### config.mk
export PLATFORM = sky130hd
export DESIGN_NAME = scan_telegram_receiver_core
export DESIGN_NICKNAME = d
export VERILOG_FILES = /design/src/sv/str_pkg.sv /design/src/sv/str_cfg_regs.sv /design/src/sv/str_deframer.sv /design/src/sv/scan_telegram_receiver_core.sv
export SDC_FILE = /design/constraint.sdc
export NUM_CORES = 1
export LEC_CHECK = 0
export BUFFER_PORTS_ARGS = -buffer_cell sky130_fd_sc_hd__clkbuf_2
export CAP_MARGIN = 20
export CORE_MARGIN = 5
export CORE_UTILIZATION = 54
export CTS_CLUSTER_SIZE = 40
export DETAILED_ROUTE_END_ITERATION = 8
export GPL_TIMING_DRIVEN = 1
export PLACE_DENSITY_LB_ADDON = 0.05
export SETUP_SLACK_MARGIN = 0.02
export SYNTH_ARGS = -nofsm -noshare
export SYNTH_HDL_FRONTEND = slang
export SYNTH_SLANG_ARGS = --single-unit
export TNS_END_PERCENT = 100
### constraint.sdc
create_clock -name clk -period 2.8 [get_ports clk]
set_input_delay 0.28 -clock clk [delete_from_list [all_inputs] [get_ports clk]]
set_output_delay 0.28 -clock clk [all_outputs]
set_load 0.1 [all_outputs]
### src/sv/str_pkg.sv
// ----------------------------------------------------------------------------
// str_pkg
// Shared types and constants of the scan telegram receiver: phase encoding,
// result kinds, register map and the configuration and result bundles.
// ----------------------------------------------------------------------------
`default_nettype none

package str_pkg;

	// register map
	localparam int unsigned ADDR_W = 4;
	localparam int unsigned DATA_W = 32;

	typedef enum logic [1:0] {
		REG_START   = 2'd0,
		REG_ADDRESS = 2'd1,
		REG_COMMAND = 2'd2,
		REG_COUNT   = 2'd3
	} reg_idx_t;

	// reset values of the registers
	localparam logic [7:0] START_RST   = 8'h02;
	localparam logic [7:0] ADDRESS_RST = 8'h80;
	localparam logic [7:0] COMMAND_RST = 8'hb0;
	localparam logic [9:0] COUNT_RST   = 10'd361;

	// receive phase
	typedef enum logic [1:0] {
		PH_HUNT    = 2'd0,
		PH_PAYLOAD = 2'd1,
		PH_CRC_LO  = 2'd2,
		PH_CRC_HI  = 2'd3
	} phase_t;

	// result kinds
	typedef enum logic [1:0] {
		KIND_RANGE   = 2'd0,
		KIND_GOOD    = 2'd1,
		KIND_CRC_ERR = 2'd2,
		KIND_BAD_LEN = 2'd3
	} kind_t;

	typedef struct packed {
		logic [7:0] start_byte;
		logic [7:0] address_byte;
		logic [7:0] command_byte;
		logic [9:0] value_count;
	} cfg_t;

	typedef struct packed {
		logic        valid;
		kind_t       kind;
		logic [12:0] range_value;
		logic [9:0]  value_index;
		logic        frame_end;
	} res_t;

endpackage

`default_nettype wire

### src/sv/str_cfg_regs.sv
// ----------------------------------------------------------------------------
// str_cfg_regs
// APB register bank: start, address and command bytes and the value count.
// ----------------------------------------------------------------------------
`default_nettype none

module str_cfg_regs
	import str_pkg::*;
(
	input  wire logic              clk,
	input  wire logic              arst_n,
	input  wire logic              psel,
	input  wire logic              penable,
	input  wire logic              pwrite,
	input  wire logic [ADDR_W-1:0] paddr,
	input  wire logic [DATA_W-1:0] pwdata,
	output logic      [DATA_W-1:0] prdata,
	output logic                   pready,
	output cfg_t                   cfg
);

	cfg_t     cfg_q;
	reg_idx_t idx;
	logic     wr_en;

	assign idx    = reg_idx_t'(paddr[3:2]);
	assign wr_en  = psel && penable && pwrite;
	assign pready = 1'b1;
	assign cfg    = cfg_q;

	// register writes
	always_ff @(posedge clk or negedge arst_n) begin
		if (!arst_n) begin
			cfg_q.start_byte   <= START_RST;
			cfg_q.address_byte <= ADDRESS_RST;
			cfg_q.command_byte <= COMMAND_RST;
			cfg_q.value_count  <= COUNT_RST;
		end else if (wr_en) begin
			case (idx)
				REG_START:   cfg_q.start_byte   <= pwdata[7:0];
				REG_ADDRESS: cfg_q.address_byte <= pwdata[7:0];
				REG_COMMAND: cfg_q.command_byte <= pwdata[7:0];
				REG_COUNT:   cfg_q.value_count  <= pwdata[9:0];
				default:     cfg_q.start_byte   <= cfg_q.start_byte;
			endcase
		end
	end

	// read back
	always_comb begin
		case (idx)
			REG_START:   prdata = {24'd0, cfg_q.start_byte};
			REG_ADDRESS: prdata = {24'd0, cfg_q.address_byte};
			REG_COMMAND: prdata = {24'd0, cfg_q.command_byte};
			REG_COUNT:   prdata = {22'd0, cfg_q.value_count};
			default:     prdata = '0;
		endcase
	end

endmodule

`default_nettype wire

### src/sv/str_deframer.sv
// ----------------------------------------------------------------------------
// str_deframer
// Telegram state and per-byte logic: header hunt over a five-byte window,
// running CRC-16, range value packing and the closing verdict.
// ----------------------------------------------------------------------------
`default_nettype none

module str_deframer
	import str_pkg::*;
(
	input  wire logic       clk,
	input  wire logic       arst_n,
	input  wire logic       step,
	input  wire logic [7:0] rx_byte,
	input  wire cfg_t       cfg,
	output res_t            res
);

	// one step of the shifted crc, previous byte joined above the new one
	function automatic logic [15:0] crc_step(input logic [15:0] c, input logic [7:0] prev,
		input logic [7:0] b);
		logic [15:0] s;
		s = {c[14:0], 1'b0};
		if (c[15]) begin
			s = s ^ 16'h8005;
		end
		return s ^ {prev, b};
	endfunction

	phase_t      phase_q, phase_d;
	logic [31:0] window_q, window_d;
	logic [2:0]  fill_q, fill_d;
	logic [12:0] left_q, left_d;
	logic [12:0] offset_q, offset_d;
	logic [15:0] crc_q, crc_d;
	logic [7:0]  prev_q, prev_d;
	logic [7:0]  held_q, held_d;
	logic [9:0]  emitted_q, emitted_d;
	logic [7:0]  crc_lo_q, crc_lo_d;

	logic        hdr_match;
	logic [12:0] hdr_len;
	logic [15:0] hdr_crc;
	logic [15:0] c1, c2, c3, c4;

	// header detection over the four held bytes plus the new one
	assign hdr_match = (fill_q == 3'd4) && (window_q[31:24] == cfg.start_byte)
		&& (window_q[23:16] == cfg.address_byte) && (rx_byte == cfg.command_byte);
	assign hdr_len   = {window_q[4:0], window_q[15:8]};

	// crc over the five header bytes, starting from zero
	assign c1      = crc_step(16'd0, 8'd0, window_q[31:24]);
	assign c2      = crc_step(c1, window_q[31:24], window_q[23:16]);
	assign c3      = crc_step(c2, window_q[23:16], window_q[15:8]);
	assign c4      = crc_step(c3, window_q[15:8], window_q[7:0]);
	assign hdr_crc = crc_step(c4, window_q[7:0], rx_byte);

	// next phase
	always_comb begin
		phase_d = phase_q;
		case (phase_q)
			PH_HUNT: begin
				if (hdr_match && hdr_len != 13'd0) begin
					phase_d = (hdr_len == 13'd1) ? PH_CRC_LO : PH_PAYLOAD;
				end
			end
			PH_PAYLOAD: begin
				if (left_q == 13'd1) begin
					phase_d = PH_CRC_LO;
				end
			end
			PH_CRC_LO: phase_d = PH_CRC_HI;
			PH_CRC_HI: phase_d = PH_HUNT;
			default:   phase_d = PH_HUNT;
		endcase
	end

	// datapath updates and result
	always_comb begin
		window_d  = window_q;
		fill_d    = fill_q;
		left_d    = left_q;
		offset_d  = offset_q;
		crc_d     = crc_q;
		prev_d    = prev_q;
		held_d    = held_q;
		emitted_d = emitted_q;
		crc_lo_d  = crc_lo_q;
		res       = '0;
		case (phase_q)
			PH_HUNT: begin
				if (hdr_match) begin
					crc_d     = hdr_crc;
					prev_d    = rx_byte;
					emitted_d = '0;
					offset_d  = '0;
					held_d    = '0;
					window_d  = '0;
					fill_d    = '0;
					left_d    = hdr_len - 13'd1;
					if (hdr_len == 13'd0) begin
						left_d    = '0;
						res.valid = 1'b1;
						res.kind  = KIND_BAD_LEN;
						res.frame_end = 1'b1;
					end
				end else begin
					window_d = {window_q[23:0], rx_byte};
					if (fill_q != 3'd4) begin
						fill_d = fill_q + 3'd1;
					end
				end
			end
			PH_PAYLOAD: begin
				crc_d  = crc_step(crc_q, prev_q, rx_byte);
				prev_d = rx_byte;
				if (offset_q >= 13'd2) begin
					if (!offset_q[0]) begin
						held_d = rx_byte;
					end else if (emitted_q < cfg.value_count) begin
						res.valid       = 1'b1;
						res.kind        = KIND_RANGE;
						res.range_value = {rx_byte[4:0], held_q};
						res.value_index = emitted_q;
						emitted_d       = emitted_q + 10'd1;
					end
				end
				offset_d = offset_q + 13'd1;
				left_d   = left_q - 13'd1;
			end
			PH_CRC_LO: begin
				crc_lo_d = rx_byte;
			end
			PH_CRC_HI: begin
				res.valid       = 1'b1;
				res.kind        = ({rx_byte, crc_lo_q} == crc_q) ? KIND_GOOD : KIND_CRC_ERR;
				res.value_index = emitted_q;
				res.frame_end   = 1'b1;
				window_d        = '0;
				fill_d          = '0;
				left_d          = '0;
			end
			default: begin
				res = '0;
			end
		endcase
	end

	// state registers
	always_ff @(posedge clk or negedge arst_n) begin
		if (!arst_n) begin
			phase_q   <= PH_HUNT;
			window_q  <= '0;
			fill_q    <= '0;
			left_q    <= '0;
			offset_q  <= '0;
			crc_q     <= '0;
			prev_q    <= '0;
			held_q    <= '0;
			emitted_q <= '0;
			crc_lo_q  <= '0;
		end else if (step) begin
			phase_q   <= phase_d;
			window_q  <= window_d;
			fill_q    <= fill_d;
			left_q    <= left_d;
			offset_q  <= offset_d;
			crc_q     <= crc_d;
			prev_q    <= prev_d;
			held_q    <= held_d;
			emitted_q <= emitted_d;
			crc_lo_q  <= crc_lo_d;
		end
	end

endmodule

`default_nettype wire

### src/sv/scan_telegram_receiver_core.sv
// ----------------------------------------------------------------------------
// scan_telegram_receiver_core
// Deframes CRC-16 checked scanner telegrams from a byte stream and emits
// range values followed by a frame verdict.
// ----------------------------------------------------------------------------
// Bytes enter an input register, pass through one stage of deframing logic
// (header hunt, one CRC step, value packing) and land in a result register.
// One byte is taken every clock cycle while in_stall is low; a byte yields
// at most one result. The result register is the only point of back-pressure:
// while it holds an untaken result and the byte stage is occupied, in_stall
// is raised. The user must write the registers over the APB port only while
// no telegram byte is in flight; the block does not enforce this.
`default_nettype none

module scan_telegram_receiver_core
	import str_pkg::*;
(
	input  wire logic              clk,
	input  wire logic              arst_n,
	// byte input
	input  wire logic              in_valid,
	output logic                   in_stall,
	input  wire logic [7:0]        rx_byte,
	// result output
	output logic                   out_valid,
	input  wire logic              out_stall,
	output logic [1:0]             result_kind,
	output logic [12:0]            range_value,
	output logic [9:0]             value_index,
	output logic                   frame_end,
	// register port
	input  wire logic              psel,
	input  wire logic              penable,
	input  wire logic              pwrite,
	input  wire logic [ADDR_W-1:0] paddr,
	input  wire logic [DATA_W-1:0] pwdata,
	output logic      [DATA_W-1:0] prdata,
	output logic                   pready
);

	cfg_t       cfg;
	res_t       res;
	res_t       res_q;
	logic       valid_s1;
	logic [7:0] byte_s1;
	logic       advance;
	logic       s1_load;

	// register bank
	str_cfg_regs u_cfg (
		.clk     (clk),
		.arst_n  (arst_n),
		.psel    (psel),
		.penable (penable),
		.pwrite  (pwrite),
		.paddr   (paddr),
		.pwdata  (pwdata),
		.prdata  (prdata),
		.pready  (pready),
		.cfg     (cfg)
	);

	// flow control
	assign advance  = !res_q.valid || !out_stall;
	assign s1_load  = !valid_s1 || advance;
	assign in_stall = !s1_load;

	// input register
	always_ff @(posedge clk or negedge arst_n) begin
		if (!arst_n) begin
			valid_s1 <= 1'b0;
		end else if (s1_load) begin
			valid_s1 <= in_valid;
		end
	end

	always_ff @(posedge clk) begin
		if (s1_load && in_valid) begin
			byte_s1 <= rx_byte;
		end
	end

	// deframing stage
	str_deframer u_deframer (
		.clk     (clk),
		.arst_n  (arst_n),
		.step    (valid_s1 && advance),
		.rx_byte (byte_s1),
		.cfg     (cfg),
		.res     (res)
	);

	// result register
	always_ff @(posedge clk or negedge arst_n) begin
		if (!arst_n) begin
			res_q <= '0;
		end else if (advance) begin
			res_q.valid <= valid_s1 && res.valid;
			if (valid_s1 && res.valid) begin
				res_q.kind        <= res.kind;
				res_q.range_value <= res.range_value;
				res_q.value_index <= res.value_index;
				res_q.frame_end   <= res.frame_end;
			end
		end
	end

	assign out_valid   = res_q.valid;
	assign result_kind = res_q.kind;
	assign range_value = res_q.range_value;
	assign value_index = res_q.value_index;
	assign frame_end   = res_q.frame_end;

`ifndef SYNTHESIS
	// verdicts close a frame, range values never do
	a_end_kind: assert property (@(posedge clk) disable iff (!arst_n)
		out_valid |-> (frame_end == (result_kind != KIND_RANGE)))
		else $error("frame_end does not match result kind");

	// verdicts carry no distance
	a_verdict_zero: assert property (@(posedge clk) disable iff (!arst_n)
		(out_valid && frame_end) |-> (range_value == 13'd0))
		else $error("verdict carries a range value");

	// input side stalls only behind a full result register
	a_stall_cause: assert property (@(posedge clk) disable iff (!arst_n)
		in_stall |-> (valid_s1 && out_valid && out_stall))
		else $error("input stalled without a waiting result");

	// a held byte is not lost while the result waits
	a_s1_hold: assert property (@(posedge clk) disable iff (!arst_n)
		in_stall |=> (valid_s1 && $stable(byte_s1)))
		else $error("stalled byte changed");
`endif

endmodule

`default_nettype wire
# Word level (Yosys, flattened, before mapping)
# Index checks and enable logic that the tools add are counted.
word_totals:
  register_bits: 183
  inputBits: 51
  word_cells: 139
classes:
  add_sub_neg: 5
  magnitude_cmp: 2
  n_eq_ne: 22
  muxes: 45
  bitwise_logic: 9
  n_reduce_logical: 35
ops:
  columns: ["op", "count"]
  rows:
  - ["one-hot mux 32 bit (4 select lines)", 1]
  - ["two-way mux 16 bit", 6]
  - ["two-way mux 26 bit", 3]
  - ["one-hot mux 32 bit (2 select lines)", 1]
  - ["XOR 16 bit", 4]
  - ["two-way mux 13 bit", 4]
  - ["two-way mux 10 bit", 4]
  - ["one-hot mux 10 bit (2 select lines)", 2]
  - ["one-hot mux 13 bit (3 select lines)", 1]
  - ["two-way mux 32 bit", 1]
  - ["two-way mux 8 bit", 4]
  - ["one-hot mux 16 bit (2 select lines)", 1]
  - ["one-hot mux 8 bit (2 select lines)", 2]
  - ["== test 13 x 1 -> 1 bit, second input constant", 2]
  - ["one-hot mux 13 bit (2 select lines)", 1]
  - ["subtractor 13 x 1 -> 13 bit, second input constant", 2]
  - ["== test 8 bit", 3]
  - ["== test 16 bit", 1]
  - ["XOR 9 x 16 -> 16 bit", 1]
  - ["AND reduction 2 bit", 7]
  - ["adder 13 x 1 -> 13 bit, second input constant", 1]
  - [">= comparator 13 x 2 -> 1 bit, second input constant", 1]
  - ["logical NOT 13 bit", 1]
  - ["nonzero test 13 bit", 1]
  - ["other kinds (27)", 63]

# Logic depth before layout (Yosys ltp)
depth:
  depth_word: 12
  mapped_depth: 10
  mapped_depth_nobuf: 8

# Cells and area by module
# Synthesis repeated with hierarchy kept, for this count alone.
unflattened:
  hier_cells: 993
  area_unflattened_um2: 10406.2
by_module_without_submodules:
  columns: ["mod", "instances", "cells_per_inst", "area_per_inst_um2"]
  rows:
  - ["str_deframer", 1, 808, 7278.2]
  - ["str_cfg_regs", 1, 112, 1720.4]
  - ["scan_telegram_receiver_core", 1, 73, 1407.6]

# Worst setup path before layout
# No wires, ideal clock.
synth_path:
  path_type: "reg-to-reg"
  start: "reg res_q, in the netlist out_valid"
  end: "reg, netlist name range_value[0]"
  setup_time_ns: 0.069
  arrival_ns: 2.690
  required_time_ns: 2.731
  slack_ns: 0.041
  stages_incl_launch_ff: 9
  path_buffers: 2
  period_less_slack_ns: 2.759
  cell_sequence: "dfrtp_1 > a21boi_1 > nand2b_1 > clkbuf_1 > nor3_1 > nand4_1 > nor3b_1 > clkbuf_1 > a22o_1"
synth_between:
  elab_chain_cells: 3
synth_lines:
  columns: ["item", "line", "rtl"]
  rows:
  - ["start: declaration", "scan_telegram_receiver_core.sv:43", "res_t res_q;"]
  - ["logical NOT 1 bit", "scan_telegram_receiver_core.sv:64", "assign advance = !res_q.valid || !out_stall;"]
  - ["logical OR 1 bit", "scan_telegram_receiver_core.sv:64", null]
  - ["AND reduction 2 bit (no source line)", null, null]
# Every way passes these cells.
# A chain may end at the register's enable or synchronous reset.

# Final worst setup path
layout_path:
  start: "reg u_deframer.left_q[1]"
  end: "reg u_deframer.left_q[12]"
layout_between:
  elab_chain_cells: 2
layout_lines:
  columns: ["item", "line", "rtl"]
  rows:
  - ["start: declaration", "str_deframer.sv:33", "logic [12:0] left_q, left_d;"]
  - ["start signal: assignment", "str_deframer.sv:166", "left_q <= left_d;"]
  - ["subtractor 13 x 1 -> 13 bit", "str_deframer.sv:129", "left_d = left_q - 13'd1;"]
  - ["one-hot mux 13 bit (3 select lines)", "str_deframer.sv:90", "case (phase_q)"]
# Every way passes these cells.

==> results.ini <==
[outcome]
status = finished, final reports clean

[synth]
synth_area_leaders = dfrtp_1, xnor2_1, mux2_2
synth_top_area_cell = dfrtp_1
yosysUniqueCellTypes = 62
ys_ff_latch = 183
postSynth.asyncResetShare = 0.956
synth_warnings = 0
netlist_instances = 985
ys_seq_area_frac = 0.466
synthesis.area_um2 = 9950
synth_ff_type = dfrtp_1
synth.avg_cell_area_um2 = 10.1
synth-edff-count = 8
synth_top_cell_area_share = 0.415

[floorplanning]
dieArea_um2 = 21200
initial_utilization = 0.552
rows = 49
die_w_um = 146
pin_count = 112
die_height_um = 146
coreArea_um2 = 18000

[setup_path]
reg2reg_from = u_deframer.left_q[1]
path_cells = inv_1, ha_2, or3b_4, or3_4, or3_4, or4_4, o31ai_2, a221o_1
rr_worst_depth = 8
timing.critical_path.mode_cell = or3_4
crit_path_start_kind = register
crit_slowest_cell = or4_4
crit_family = simple AND/OR/NAND/NOR gates
setup.worst_path.class = reg -> reg
crit_path_end_kind = register
required_ps = 3160
reg2reg_to = u_deframer.left_q[12]
path_buf_inv = 1
slowest_delay_ps = 490
worstPathMaxFanout = 6
crit_start = u_deframer.left_q[1]
crit_cells = 8
endpoint = u_deframer.left_q[12]
cp.arrival_ps = 3070
r2r_slack_ps = 90

[global_route]
grt_max_degree = 71
antenna_found_initial = 0
grt_pass1_wl_um = 40200
grt-ovfl-total = 0
grt_usage = 0.236
grt_pass1_vias = 7270

[placed_design]
port_buffers = 64
placed_cells = 1256
placed_area_um2 = 10600
pre_cts_ws_ps = 72.4
place.gp.congestion = 0.834
hpwl_um = 17700

[route]
first_pass_iters = 5
drc = 0
vias = 7473
post_drt_wl_per_cell_um = 19.2
routed_wl_um = 24800
vias_per_cell = 5.79
dr.first_iter.drc_count = 415
antenna_left = 0

[hold_path]
min_path_type = in -> reg

[sta]
hold_viol = 0
setup_viol = 0
drv_slew = 0
tightest_slew_ps = 890
rsz0062_at_grt = true
hold_ws_ps = 18.6
max_slew_margin = 0.403
timing.fmax_mhz = 369
timing.final.ws_setup_ps = 89.1
period_share = 0.968
tns_ps = 0
fin_skew_ps = 12.3
fin_crit_ps = 2710

[finish]
final_cell_area_um2 = 11200
insertedDiodeCount = 0
nNetsFinal = 1122
drive_gt1_frac = 0.218
final_cells = 1291
syn_to_final_growth_pct = 13.0

[cts]
worstSkewPairLatency_ps = 440
post_cts_buffers = 0
cts_sinks = 183
cts_htree_levels = 4
clk_pin_slew_worst_paths_ps = 70
cts-buffers-inserted = 17
cts_buffer_depth = 2
cts-root-buf = clkbuf_16
cts_tree = done

[pwr]
vdd_drop_max_v = 0.000755
power_leakage_nw = 4.93
power_density_nw_per_um2 = 1210

[flow_run]
max-cap-violations = 0

==> how the worst min path moves through the flow <==
stage | from | to | cells past startpoint
after detailed placement | arst_n | u_deframer.left_q[4] | 1
after global placement | arst_n | u_deframer.left_q[4] | 1
after global routing | rx_byte[3] | byte_s1[3] | 1
after CTS | rx_byte[4] | byte_s1[4] | 1
final | rx_byte[3] | byte_s1[3] | 1
after floorplan | arst_n | frame_end | 0
==> sequential cells by signal, summed over array words and instances, names as in the netlist, 8 cells and up <==
register and flops:
u_cfg.cfg 34, u_deframer.window_q 32, u_deframer.crc_q 16, range_value 13
u_deframer.left_q 13, u_deframer.offset_q 13, u_deframer.emitted_q 10, value_index 10
byte_s1 8, u_deframer.crc_lo_q 8, u_deframer.held_q 8, u_deframer.prev_q 8
==> where the power goes <==
part	internal, W	leakage, nW	total [W]	switching (W)
logic	0.00253	2.37	0.00675	0.00422
clock network	0.00127	0.283	0.00243	0.00116
registers	0.00356	2.28	0.00445	0.000885
==> cells by family (layout without fill, tap and decap cells) <==
logic type,count (synthesis),count (layout),synth area share
flip-flops,183,183,0.466
other,2,23,0.000755
XOR/XNOR,96,96,0.0887
buffers and inverters,116,172,0.0538
multiplexers,59,59,0.0753
AO/OA/AOI/OAI,212,212,0.143
adder cells (fa/ha/maj),22,22,0.0277
AND/OR/NAND/NOR,295,295,0.145
==> cell type report <==
type,count,area (µm²)
fill,1521,6780
multi-input combinational,707,4920
sequential,183,4630
timing repair buffer,110,704
clock buffer,18,429
tap,229,287
clock inverter,14,159
inverter,30,113
==> synthesized netlist by cell type, drive strengths merged (3+ instances only) <==
master	instances
clkbuf	49
inv	29
nand2	140
mux4	8
dfrtp	165
nand4	20
dfstp	10
a21oi	18
buf	37
a21o	7
or3	7
edfxtp	8
xnor3	3
nor3	14
and2	5
nor4	16
mux2	47
nor2	27
a221o	10
a31oi	3
nand3b	3
a22o	32
nand2b	8
mux2i	4
o31ai	33
a211oi	3
or2	9
o22ai	4
xor2	21
and3	8
xnor2	72
ha	22
nand3	20
or4	11
o21ai	83
==> worst reg2reg max path, stage by stage, from the launching register on <==
cell and delay, ps:
dfrtp_1 410, inv_1 90, ha_2 190, or3b_4 390, or3_4 340, or3_4 370
or4_4 490, o31ai_2 200, a221o_1 180
==> placed cells by master, fill, tap and decap left out, drive strengths merged, types with 9 or more instances in the layout <==
| cell type | count |
|---|---|
| a21oi | 18 |
| a221o | 10 |
| a22o | 32 |
| buf | 44 |
| clkbuf | 81 |
| conb | 23 |
| dfrtp | 165 |
| dfstp | 10 |
| ha | 22 |
| inv | 37 |
| mux2 | 47 |
| nand2 | 140 |
| nand3 | 20 |
| nand4 | 20 |
| nor2 | 27 |
| nor3 | 14 |
| nor4 | 16 |
| o21ai | 83 |
| o31ai | 33 |
| or2 | 9 |
| or4 | 11 |
| xnor2 | 72 |
| xor2 | 21 |
==> routing by layer <==
metal  track usage  part of all wire
met5             0                 0
met4        0.0742             0.027
met3        0.0424             0.039
met2         0.373              0.47
met1         0.332              0.46
==> through the flow <==
stage,power [W],utilization
finish,0.0136,0.624
global route,0.0146,0.624
CTS,0.0137,0.621
detailed placement,0.0112,0.588
global placement,0.0111,0.588
floorplan,0.00950,-
==> timing repair <==
item | 4_1_cts | 5_1_grt
endpoints found under the setup margin | 0 | 21
gates resized for setup | 0 | 8
hold buffers | 1 | 2
hold endpoints to repair | 65 | 2
(Power assumes the default switching activity.)
